File: src/rtl/assert_macros.svh
// Assertion macros used by the tracker unit RTL.
`ifndef ASSERT_MACROS_SVH
`define ASSERT_MACROS_SVH

// Property must hold at every clock edge outside reset.
`define AST_HOLDS(lbl, clk, rst_n, prop, msg) \
    lbl: assert property (@(posedge clk) disable iff (!rst_n) prop) \
        else $error(msg);

// Condition must never be seen at a clock edge outside reset.
`define AST_NEVER(lbl, clk, rst_n, cond, msg) \
    `AST_HOLDS(lbl, clk, rst_n, !(cond), msg)

`endif

File: src/rtl/rdtm_pkg.sv
// Types, constants and codes of the request id duplicate tracker.
`timescale 1ns / 1ps
`default_nettype none

package rdtm_pkg;

    // Field widths of the request and result channels
    localparam int OP_W     = 2;
    localparam int ID_W     = 8;
    localparam int TIME_W   = 64;
    localparam int LEN_W    = 16;
    localparam int AUTH_W   = 64;
    localparam int HANDLE_W = 16;
    localparam int STATUS_W = 3;
    localparam int USED_W   = 9;

    // Key is the length bytes plus the 16-byte authenticator
    localparam int KEY_BYTES = 18;
    localparam int KEY_BITS  = KEY_BYTES * 8;

    // Number of distinct request ids
    localparam int ID_SPACE = 1 << ID_W;

    // Parameter defaults
    localparam int DEF_TABLE_DEPTH = 256;
    localparam int DEF_HANDLE_BITS = 16;

    typedef enum logic [OP_W-1:0] {
        OP_INSERT = 2'd0,
        OP_DELETE = 2'd1,
        OP_ATTACH = 2'd2
    } t_op;

    typedef enum logic [STATUS_W-1:0] {
        ST_NEW        = 3'd0,
        ST_SAME       = 3'd1,
        ST_DIFF       = 3'd2,
        ST_DELETED    = 3'd3,
        ST_DEL_UNUSED = 3'd4,
        ST_ATTACHED   = 3'd5,
        ST_STALE      = 3'd6,
        ST_ALREADY    = 3'd7
    } t_status;

    // One word of the entry memory
    typedef struct packed {
        logic [TIME_W-1:0]   time_stamp;
        logic [KEY_BITS-1:0] key;
    } t_entry;

    // Actions decided for one request
    typedef struct packed {
        logic                emit;
        t_status             status;
        logic                rel_valid;
        logic [HANDLE_W-1:0] rel_handle;
        logic                wr_entry;
        t_entry              new_entry;
        logic                set_used;
        logic                clr_used;
        logic                set_present;
        logic                clr_present;
        logic                wr_reply;
    } t_act;

endpackage

`default_nettype wire

File: src/rtl/rdtm_decide.sv
// Decision logic: status, release and write-back actions for one request.
`timescale 1ns / 1ps
`default_nettype none

module rdtm_decide (
    input  wire rdtm_pkg::t_op                       i_op,
    input  wire logic [rdtm_pkg::TIME_W-1:0]         i_time_stamp,
    input  wire logic [rdtm_pkg::LEN_W-1:0]          i_request_length,
    input  wire logic [rdtm_pkg::AUTH_W-1:0]         i_auth_upper,
    input  wire logic [rdtm_pkg::AUTH_W-1:0]         i_auth_lower,
    input  wire logic [rdtm_pkg::HANDLE_W-1:0]       i_handle,
    input  wire logic                                i_used,
    input  wire logic                                i_present,
    input  wire rdtm_pkg::t_entry                    i_entry,
    input  wire logic [rdtm_pkg::HANDLE_W-1:0]       i_stored_handle,
    output rdtm_pkg::t_act                           o_act
);
    import rdtm_pkg::*;

    logic [KEY_BITS-1:0] w_key;
    logic [TIME_W-1:0]   w_ins_time;
    logic                w_key_match;
    logic                w_time_match;

    // Build the key; a zero receive time is stored as one
    assign w_key        = {i_request_length, i_auth_upper, i_auth_lower};
    assign w_ins_time   = (i_time_stamp == '0) ? TIME_W'(1) : i_time_stamp;
    assign w_key_match  = i_used && (i_entry.key == w_key);
    assign w_time_match = i_used && (i_entry.time_stamp == i_time_stamp);

    // Decide the outcome per operation
    always_comb begin
        o_act                      = '0;
        o_act.new_entry.time_stamp = w_ins_time;
        o_act.new_entry.key        = w_key;
        unique case (i_op)
            OP_INSERT: begin
                o_act.emit = 1'b1;
                if (!i_used) begin
                    o_act.status   = ST_NEW;
                    o_act.wr_entry = 1'b1;
                    o_act.set_used = 1'b1;
                end else if (w_key_match) begin
                    o_act.status = ST_SAME;
                end else begin
                    o_act.status   = ST_DIFF;
                    o_act.wr_entry = 1'b1;
                end
            end
            OP_DELETE: begin
                o_act.emit = 1'b1;
                if (!i_used) begin
                    o_act.status = ST_DEL_UNUSED;
                end else begin
                    o_act.status      = ST_DELETED;
                    o_act.clr_used    = 1'b1;
                    o_act.clr_present = 1'b1;
                    if (i_present) begin
                        o_act.rel_valid  = 1'b1;
                        o_act.rel_handle = i_stored_handle;
                    end
                end
            end
            OP_ATTACH: begin
                o_act.emit = 1'b1;
                if (!w_time_match) begin
                    o_act.status     = ST_STALE;
                    o_act.rel_valid  = 1'b1;
                    o_act.rel_handle = i_handle;
                end else if (i_present) begin
                    o_act.status     = ST_ALREADY;
                    o_act.rel_valid  = 1'b1;
                    o_act.rel_handle = i_handle;
                end else begin
                    o_act.status      = ST_ATTACHED;
                    o_act.set_present = 1'b1;
                    o_act.wr_reply    = 1'b1;
                end
            end
            default: begin
                // unknown operation: drop without a result
                o_act.emit = 1'b0;
            end
        endcase
    end

endmodule

`default_nettype wire

File: config.mk
export PLATFORM = sky130hd
export DESIGN_NAME = rdtm_decide
export DESIGN_NICKNAME = d
export VERILOG_FILES = /design/src/rtl/assert_macros.svh /design/src/rtl/rdtm_pkg.sv /design/src/rtl/rdtm_decide.sv
export SDC_FILE = /design/constraint.sdc
export NUM_CORES = 1
export LEC_CHECK = 0
export BUFFER_PORTS_ARGS = -buffer_cell sky130_fd_sc_hd__buf_2
export CORE_AREA = 2 2 269 271
export DETAILED_ROUTE_END_ITERATION = 8
export DIE_AREA = 0 0 271 273
export PLACE_DENSITY = 0.37
export SYNTH_ARGS = -nofsm -noshare
export SYNTH_HDL_FRONTEND = slang
export SYNTH_SLANG_ARGS = --single-unit
File: constraint.sdc
create_clock -name vclk -period 2.8
set_clock_uncertainty 0.15 [all_clocks]
set_input_delay 0.28 -clock vclk [all_inputs]
set_output_delay 0.28 -clock vclk [all_outputs]
set_load 0.05 [all_outputs]
==> results.json <==
{
  "outcome": "finished, violations left",
  "violations": "setup timing",
  "yosysUniqueCellTypes": 36,
  "multi_input_comb_area_um2": 3130,
  "grt_usage_pct": 7.59,
  "placedCellCount": 2128,
  "io_pins": 687,
  "fin_nets": 1644,
  "use_met2_pct": 14.8,
  "power_switching_uw": 1180,
  "drc": 0,
  "clock_buffers": 0,
  "grt_pass1_vias": 6390,
  "wl_um": 31100,
  "rsz0062_at_grt": "yes",
  "drtIter0Drc": 120,
  "finalWorstSetupSlack_ps": -308,
  "power.leakage_uw": 0.00454,
  "p_sw_share_pct": 64.3,
  "ant_nets": 0,
  "stdcell_count": 2142,
  "wl_per_cell_um": 14.5,
  "p_comb_share_pct": 100.0,
  "use_met3_pct": 1.13,
  "slowest_delay_ps": 550,
  "grt_max_degree": 18,
  "slew_headroom_pct": 64.0,
  "dpl_cell_area_um2": 8460,
  "syn_nets": 1046,
  "fp.dieW_um": 271,
  "finalCritPeriodShare_pct": 111,
  "rows": 98,
  "grt.busiest_layer": "met2",
  "p_per_area_nw_per_um2": 204,
  "pwr-share-clk_pct": 0,
  "postSynthAreaPerCell_um2": 7.25,
  "final_layout_size_suffix_gt1_share_pct": 72.6,
  "path_buf_inv": 4,
  "vias": 6127,
  "place.port_buffers": 687,
  "grt_pass1_wl_um": 41100,
  "seq_power_share_pct": 0,
  "die_area_um2": 74000,
  "worstPathCellList": "buf_2 -> inv_1 -> o22ai_1 -> or4_4 -> nor4_4 -> nand4_1 -> buf_6 -> or2_4 -> a311oi_4 -> buf_12",
  "synth_cells": 590,
  "dp_hpwl_um": 29400,
  "firstDrtPassIters": 6,
  "crit_type": "in -> out",
  "seq_cells": 0,
  "fmax_mhz": 322,
  "coreArea_um2": 71000,
  "drv_cap": 0,
  "worst_pin_slew_ps": 533,
  "vias_per_cell": 2.86,
  "finalSetupViolCount": 20,
  "hold_viol": 0,
  "pre_cts_ws_ps": -1870,
  "use_met1_pct": 7.94,
  "start_util_pct": 6.02,
  "antenna_found_initial": 8,
  "end_kind": "output port",
  "synth-seq-area-share_pct": 0,
  "period_needed_ps": 3110,
  "stdcell_area_um2": 9000,
  "power_uw": 1840,
  "syn2layout_area_growth_pct": 110,
  "peakVddDrop_v": 0.0000748,
  "critPathTopFamily": "simple AND/OR/NAND/NOR gates",
  "ys.warnings.count": 0,
  "slew_viol_final": 0,
  "fillers": 8261,
  "p_int_uw": 655,
  "crit_slowest_cell": "or4_4",
  "hold_path.class": "in -> out",
  "syn_area_um2": 4280,
  "crit_fanout": 2,
  "startpoint_type": "primary input",
  "gp_congestion": 0.856,
  "die_h_um": 273,
  "crit_required_ps": 2370,
  "tns_ps": -3060,
  "regArea_um2": 0,
  "arrival_ps": 2680,
  "overflow": 0
}
-- synthesized netlist by cell type (2+ instances only) --
master	count	area, um2
nor4_4	2	42.5
inv_1	18	67.6
nor4_1	58	363
nor2_1	5	18.8
o21ai_0	2	10.0
nor3_1	3	15.0
buf_4	146	1100
or4_1	2	15.0
a22oi_2	7	87.6
xor2_1	167	1460
ha_1	4	50.1
nor2b_1	24	150
nand2b_1	3	18.8
nand4_1	20	125
a2111o_1	2	22.5
o22ai_1	4	25.0
nand3_1	3	15.0
a22oi_1	11	82.6
xnor2_1	25	219
clkbuf_1	65	244
nand2_1	4	15.0
-- area by class of cell --
cell class,count,area share [%]
repair buffers,808,51.1
multi-input cells,359,34.8
well taps,950,13.2
inverters,19,0.793
diodes,6,0.167
-- final timing paths --
path	from	end	slack [ps]	depth (start not counted)
setup / recovery	i_entry[60]	o_act[231]	-310	10
hold / removal	i_present	o_act[2]	700	3
-- routing by layer --
metal	part of all wire (%)	vias up
li1	-	3003
met1	35	2661
met2	53	420
met3	7.7	41
met4	4.6	2
met5	0.042	-
-- power groups by stage --
stage / Clock, uW / Sequential (uW) / Combinational [uW]
after detailed placement: 0 / 0 / 1780
after global placement: 0 / 0 / 1790
after CTS: 0 / 0 / 1860
after floorplan: 0 / 0 / 1100
after global routing: 0.000239 / 0 / 1940
final: 0.000288 / 0 / 1840
-- stage by stage --
| stage | hold slack [ps] | utilization, % |
|---|---|---|
| after floorplan | 471 | - |
| final | 705 | 12.7 |
| after detailed placement | 716 | 11.9 |
| after global routing | 715 | 12.7 |
| after CTS | 712 | 12.6 |
| after global placement | 714 | 11.9 |
-- timing repair --
action	CTS	global route
gates cloned	2	0
setup endpoints to repair	22	22
resized for setup	95	18
pin swaps	23	9
setup buffers	6	2
hold buffers	0	0
-- cell families (layout without fill, tap and decap cells) --
| family | Yosys count | after routing | share of synthesized area, % |
|---|---|---|---|
| XOR/XNOR | 192 | 192 | 39.3 |
| adder cells (fa/ha/maj) | 4 | 4 | 1.17 |
| AO/OA/AOI/OAI | 37 | 37 | 7.64 |
| buffers and inverters | 231 | 827 | 33.3 |
| other | 0 | 6 | 0 |
| AND/OR/NAND/NOR | 126 | 126 | 18.6 |
-- cell usage in the layout, fill, tap and decap left out, types with 9 or more instances in the layout --
cell / Yosys / routed
a22oi_2: 7 / 16
buf_2: 0 / 657
buf_4: 146 / 112
buf_6: 1 / 35
inv_1: 18 / 17
nand4_1: 20 / 20
nor2b_1: 24 / 20
nor4_1: 58 / 48
nor4_2: 0 / 9
xnor2_1: 25 / 23
xor2_1: 167 / 165
(Power assumes the default switching activity.)
