==> src/rtl/assert_macros.svh <==
// Assertion macros used by the tracker unit RTL.
`ifndef ASSERT_MACROS_SVH
`define ASSERT_MACROS_SVH

// Property must hold at every clock edge outside reset.
`define AST_HOLDS(lbl, clk, rst_n, prop, msg) \
    lbl: assert property (@(posedge clk) disable iff (!rst_n) prop) \
        else $error(msg);

// Condition must never be seen at a clock edge outside reset.
`define AST_NEVER(lbl, clk, rst_n, cond, msg) \
    `AST_HOLDS(lbl, clk, rst_n, !(cond), msg)

`endif

==> src/rtl/rdtm_pkg.sv <==
// Types, constants and codes of the request id duplicate tracker.
`timescale 1ns / 1ps
`default_nettype none

package rdtm_pkg;

    // Field widths of the request and result channels
    localparam int OP_W     = 2;
    localparam int ID_W     = 8;
    localparam int TIME_W   = 64;
    localparam int LEN_W    = 16;
    localparam int AUTH_W   = 64;
    localparam int HANDLE_W = 16;
    localparam int STATUS_W = 3;
    localparam int USED_W   = 9;

    // Key is the length bytes plus the 16-byte authenticator
    localparam int KEY_BYTES = 18;
    localparam int KEY_BITS  = KEY_BYTES * 8;

    // Number of distinct request ids
    localparam int ID_SPACE = 1 << ID_W;

    // Parameter defaults
    localparam int DEF_TABLE_DEPTH = 256;
    localparam int DEF_HANDLE_BITS = 16;

    typedef enum logic [OP_W-1:0] {
        OP_INSERT = 2'd0,
        OP_DELETE = 2'd1,
        OP_ATTACH = 2'd2
    } t_op;

    typedef enum logic [STATUS_W-1:0] {
        ST_NEW        = 3'd0,
        ST_SAME       = 3'd1,
        ST_DIFF       = 3'd2,
        ST_DELETED    = 3'd3,
        ST_DEL_UNUSED = 3'd4,
        ST_ATTACHED   = 3'd5,
        ST_STALE      = 3'd6,
        ST_ALREADY    = 3'd7
    } t_status;

    // One word of the entry memory
    typedef struct packed {
        logic [TIME_W-1:0]   time_stamp;
        logic [KEY_BITS-1:0] key;
    } t_entry;

    // Actions decided for one request
    typedef struct packed {
        logic                emit;
        t_status             status;
        logic                rel_valid;
        logic [HANDLE_W-1:0] rel_handle;
        logic                wr_entry;
        t_entry              new_entry;
        logic                set_used;
        logic                clr_used;
        logic                set_present;
        logic                clr_present;
        logic                wr_reply;
    } t_act;

endpackage

`default_nettype wire

==> src/rtl/rdtm_ram.sv <==
// Single-port-write, single-port-read synchronous memory with registered read.
`timescale 1ns / 1ps
`default_nettype none

module rdtm_ram #(
    parameter int WIDTH = rdtm_pkg::HANDLE_W,
    parameter int DEPTH = rdtm_pkg::DEF_TABLE_DEPTH
) (
    input  wire logic                     i_clk,
    input  wire logic                     i_wr_en,
    input  wire logic [$clog2(DEPTH)-1:0] i_wr_addr,
    input  wire logic [WIDTH-1:0]         i_wr_data,
    input  wire logic                     i_rd_en,
    input  wire logic [$clog2(DEPTH)-1:0] i_rd_addr,
    output logic      [WIDTH-1:0]         o_rd_data
);
    import rdtm_pkg::*;

    logic [WIDTH-1:0] r_mem [DEPTH];
    logic [WIDTH-1:0] r_rd_data;

    // Write one word
    always_ff @(posedge i_clk) begin
        if (i_wr_en) begin
            r_mem[i_wr_addr] <= i_wr_data;
        end
    end

    // Read one word, hold it until the next read
    always_ff @(posedge i_clk) begin
        if (i_rd_en) begin
            r_rd_data <= r_mem[i_rd_addr];
        end
    end

    assign o_rd_data = r_rd_data;

endmodule

`default_nettype wire

==> config.mk <==
export PLATFORM = sky130hd
export DESIGN_NAME = rdtm_ram
export DESIGN_NICKNAME = d
export VERILOG_FILES = /design/src/rtl/assert_macros.svh /design/src/rtl/rdtm_pkg.sv /design/src/rtl/rdtm_ram.sv
export SDC_FILE = /design/constraint.sdc
export NUM_CORES = 2
export LEC_CHECK = 0
export ABC_AREA = 0
export BUFFER_PORTS_ARGS = -buffer_cell sky130_fd_sc_hd__buf_2
export CAP_MARGIN = 20
export CORE_MARGIN = 3
export CORE_UTILIZATION = 50
export DETAILED_ROUTE_END_ITERATION = 7
export GPL_ROUTABILITY_DRIVEN = 0
export MAX_ROUTING_LAYER = met4
export PLACE_DENSITY = 0.76
export SETUP_SLACK_MARGIN = 0.02
export SYNTH_ARGS = -nofsm -noshare
export SYNTH_HDL_FRONTEND = slang
export SYNTH_SLANG_ARGS = --single-unit
==> constraint.sdc <==
create_clock -name i_clk -period 3.9 [get_ports i_clk]
set_input_delay 1.17 -clock i_clk [delete_from_list [all_inputs] [get_ports i_clk]]
set_output_delay 1.17 -clock i_clk [all_outputs]
set_load 0.01 [all_outputs]
==> parameters.txt <==
Parameter                              Value

Drt
  Via-per-instance ratio ... between 6 and 7
  Via count ... approximately 84000
  Total routed wirelength ... about 430 mm
  Post-detailed-route DRC marker count ... 0
  Detailed-routing iteration count for the pre-antenna-repair pass ... 8
  DRT iter0 DRCs ... 12900
  Antenna violation net count after detailed routing ... 0
  Wirelength per Cell ... 33.6 um

STA
  Final setup skew ... approximately 0.073 ns
  Headroom to the max-slew limit ... around a quarter
  Setup total negative slack ... 0 ns
  Measured slew at the worst slew-check pin ... roughly 1.1 ns
  Setup repair after global routing missed its margin ... false
  Worst hold-check slack ... between 0.5 and 0.6 ns
  Hold violation total from the final report ... 0
  Minimum period implied by the final worst setup slack ... between 3 and 4 ns
  Tcrit/Tclk final ... 95.3%
  # setup viols final ... 0
  Max Transition Viols Final ... 0
  Highest attainable clock frequency ... 0.269 GHz

CTS
  Buffers from clock root to sink, at most ... 4
  Root Driver ... clkbuf_16
  Number of H-tree levels ... 5
  Clock latency reported for the late side of the worst-skew pair ... around 0.93 ns
  Number of cells upsized or downsized after cts ... 0
  CTS sink count ... 4112
  Number of buffers added to fix hold violations after cts ... 0
  Clock-pin slew on the worst setup and hold paths ... around 0.06 ns
  Number of post-CTS setup repair buffers ... 0
  CTS tree ... done
  Number of buffers inserted during clock tree synthesis ... a little under 400

Global routing
  Pin count of the biggest net entering global routing ... 129
  Global routing usage on met2 ... 40.6%
  Global routing usage on met1 ... approximately 34%
  Via count of the first global-routing pass ... approximately 83000
  Leftover overflow at the end of global routing ... 0
  Tot GR Track Use ... ~27%
  Most utilized layer in the global route result ... met2
  Antenna violations before repair ... 36
  Met3 routing resource usage after global routing ... 6.17%
  First-pass GRT wire length ... 609 mm

Power
  Power density of the placed cells ... about 500 mW/mm^2
  Max VDD drop ... 0.000412 V
  Logic pwr share ... 5.6%
  Switching Share ... 21.2%
  Leakage Power ... 59.1 nW
  NetSw ... ~0.019 W
  Sequential fraction of design power ... 53.7%
  Design internal power ... about 0.07 W
  Power share of the clock group ... 40.7%

Yosys
  Share of synthesized area occupied by flip-flops and latches ... ~78%
  Synthesized flop and latch total ... 4112
  Gate count after technology mapping ... roughly 7400
  Number of enable-type register cells in the synthesized netlist ... slightly above 4000
  Post-Syn Nets ... roughly 7400
  Leading cell types by total area after synthesis ... edfxtp_1 78%, mux4_2 11%, mux2i_1 3.6%, o221ai_1 1.4%, nor2_1 0.72%
  Summed instance area of the synthesized netlist ... roughly 0.16 sq mm
  Synth async-reset ratio ... 0%
  Share of the synthesized area in the top cell type ... between 70% and 80%
  Synth Warn # ... 0
  Ys flop type ... edfxtp_1
  Number of different library cells in the post-synthesis netlist ... 51
  Leading area contributor after synthesis ... edfxtp_1
  Avg Cell Area, Syn ... around 22 sq um

Die
  Core Area ... 0.315 sq mm
  Die area ... approximately 0.32 sq mm
  Y dimension of the die ... 570 um
  Standard-cell rows ... between 200 and 250
  Initial core utilization ... slightly above 50%
  Die width ... about 570 um
  I/O pins ... around 50

Final layout
  Number of nets in the final layout ... approximately 8300
  Area delta synth->final ... 15.1%
  Commonest non-fill, non-tap cells in the layout ... 4112 x edfxtp_1, 797 x mux4_2, 781 x buf_4
  Most common cell after layout, fill and taps aside ... edfxtp_1
  Proportion of layout cells with a drive suffix above 1 ... about 28%

Critical path
  Sequence of cells on the critical path ... buf_8 > or2_4 > buf_12 > buf_4 > o221ai_1 > a21oi_1 > o31ai_1 > o32ai_1 > buf_4 > nor4_1
  Worst Path Class, Setup ... in2reg
  Highest cell delay on the worst timing path ... 0.90 ns
  Worst path buffer plus inverter count ... 4
  Required time of the worst setup path ... around 4.6 ns
  Maximum fanout encountered on the critical timing path ... 33
  Worst Setup End Kind ... flop
  Slowest library cell on the worst path ... o31ai_1
  CP startpoint kind ... primary input
  Worst path top cell family by delay ... compound AO/OA/AOI/OAI gates
  Crit path arrival time ... around 4.4 ns
  Worst path most repeated cell ... buf_4

Job
  Max-capacitance violation count ... 0

Status
  Status ... completed

Place
  Placed wire-length estimate after detailed placement ... 256 mm
  PortBufs ... 50

Worst hold path
  Hold Path Class ... in2reg
==> metal layers <==
metal  wire length (um)  vias to the layer above
met5                  0                        -
met4              25400                        0
met3              50300                     1130
met2             203000                     6218
met1             150000                    43500
li1                   -                    33100
==> worst register-to-register path, stage by stage, from the launching register on <==
cell	delay, ns
edfxtp_1	0.37
mux4_2	0.55
mux4_2	0.56
a22o_1	0.38
o32ai_1	0.69
buf_4	0.27
nor4_1	0.07
==> worst paths after layout <==
kind | startpoint | end | slack, ns | cells after the start
setup / recovery | i_rd_addr[1] | o_rd_data[3]$_DFFE_PP_ | 0.18 | 10
hold / removal | i_wr_data[5] | r_mem[181][5]$_DFFE_PP_ | 0.52 | 1
setup reg to reg | r_mem[58][7]$_DFFE_PP_ | o_rd_data[7]$_DFFE_PP_ | 0.67 | 6
hold reg to reg | r_mem[122][15]$_DFFE_PP_ | o_rd_data[15]$_DFFE_PP_ | 1.18 | 6
==> Yosys cell counts, drive strengths merged, types with 18 or more instances <==
| cell type | instances |
|---|---|
| o21ai | 38 |
| o32ai | 21 |
| mux2i | 565 |
| a22o | 32 |
| nor3 | 92 |
| clkbuf | 230 |
| nor4 | 18 |
| a211oi | 18 |
| nor2 | 304 |
| nand4 | 26 |
| a22oi | 43 |
| nand3 | 35 |
| mux4 | 797 |
| buf | 222 |
| a221oi | 28 |
| nand2 | 38 |
| mux2 | 88 |
| a21oi | 175 |
| o221ai | 253 |
| edfxtp | 4112 |
| o22ai | 148 |
==> per-stage QoR <==
| step | worst slack [ns] | total power, W | util (%) | instances | cell area (sq um) |
|---|---|---|---|---|---|
| 6_report | 0.184 | 0.0909 | 58.0 | 12700 | 183000 |
| 5_1_grt | 0.0984 | 0.0929 | 58.0 | 12700 | 183000 |
| 4_1_cts | 0.220 | 0.0910 | 58.0 | 12700 | 183000 |
| 3_5_place_dp | -0.717 | 0.0547 | 54.1 | 12000 | 171000 |
| 3_3_place_gp | -0.683 | 0.0546 | 54.1 | 12000 | 171000 |
| 2_1_floorplan | 0.481 | 0.0521 | - | 7360 | 159000 |
==> state kept, by name (all words and copies together), names as in the netlist <==
register / flops
r_mem: 4096
o_rd_data: 16
==> power by group through the flow <==
stage / Combinational (W) / Sequential [W] / Clock (W)
after global routing: 0.00527 / 0.0488 / 0.0389
after CTS: 0.00503 / 0.0488 / 0.0372
after detailed placement: 0.00498 / 0.0497 / 0
after floorplan: 0.00240 / 0.0497 / 0
final: 0.00510 / 0.0488 / 0.0370
after global placement: 0.00486 / 0.0497 / 0
==> cells by family (layout without fill, tap and decap cells) <==
logic type	Yosys count	after routing	synth area share (%)
simple gates	556	556	1.57
compound gates	786	786	3.53
buf+inv	456	1659	1.69
flops	4112	4112	77.7
mux	1450	1450	15.5
other cells	0	24	0
==> area by class of cell <==
class | instances | area [sq um]
Inverter | 4 | 27.5
Fill cell | 21500 | 133000
Clock buffer | 463 | 10100
Antenna cell | 24 | 60.1
Sequential cell | 4112 | 123000
Tap cell | 4160 | 5200
Clock inverter | 223 | 2180
Timing Repair Buffer | 969 | 9050
Multi-Input combinational cell | 2792 | 32800
No activity file was read; power rests on OpenSTA's default activity.
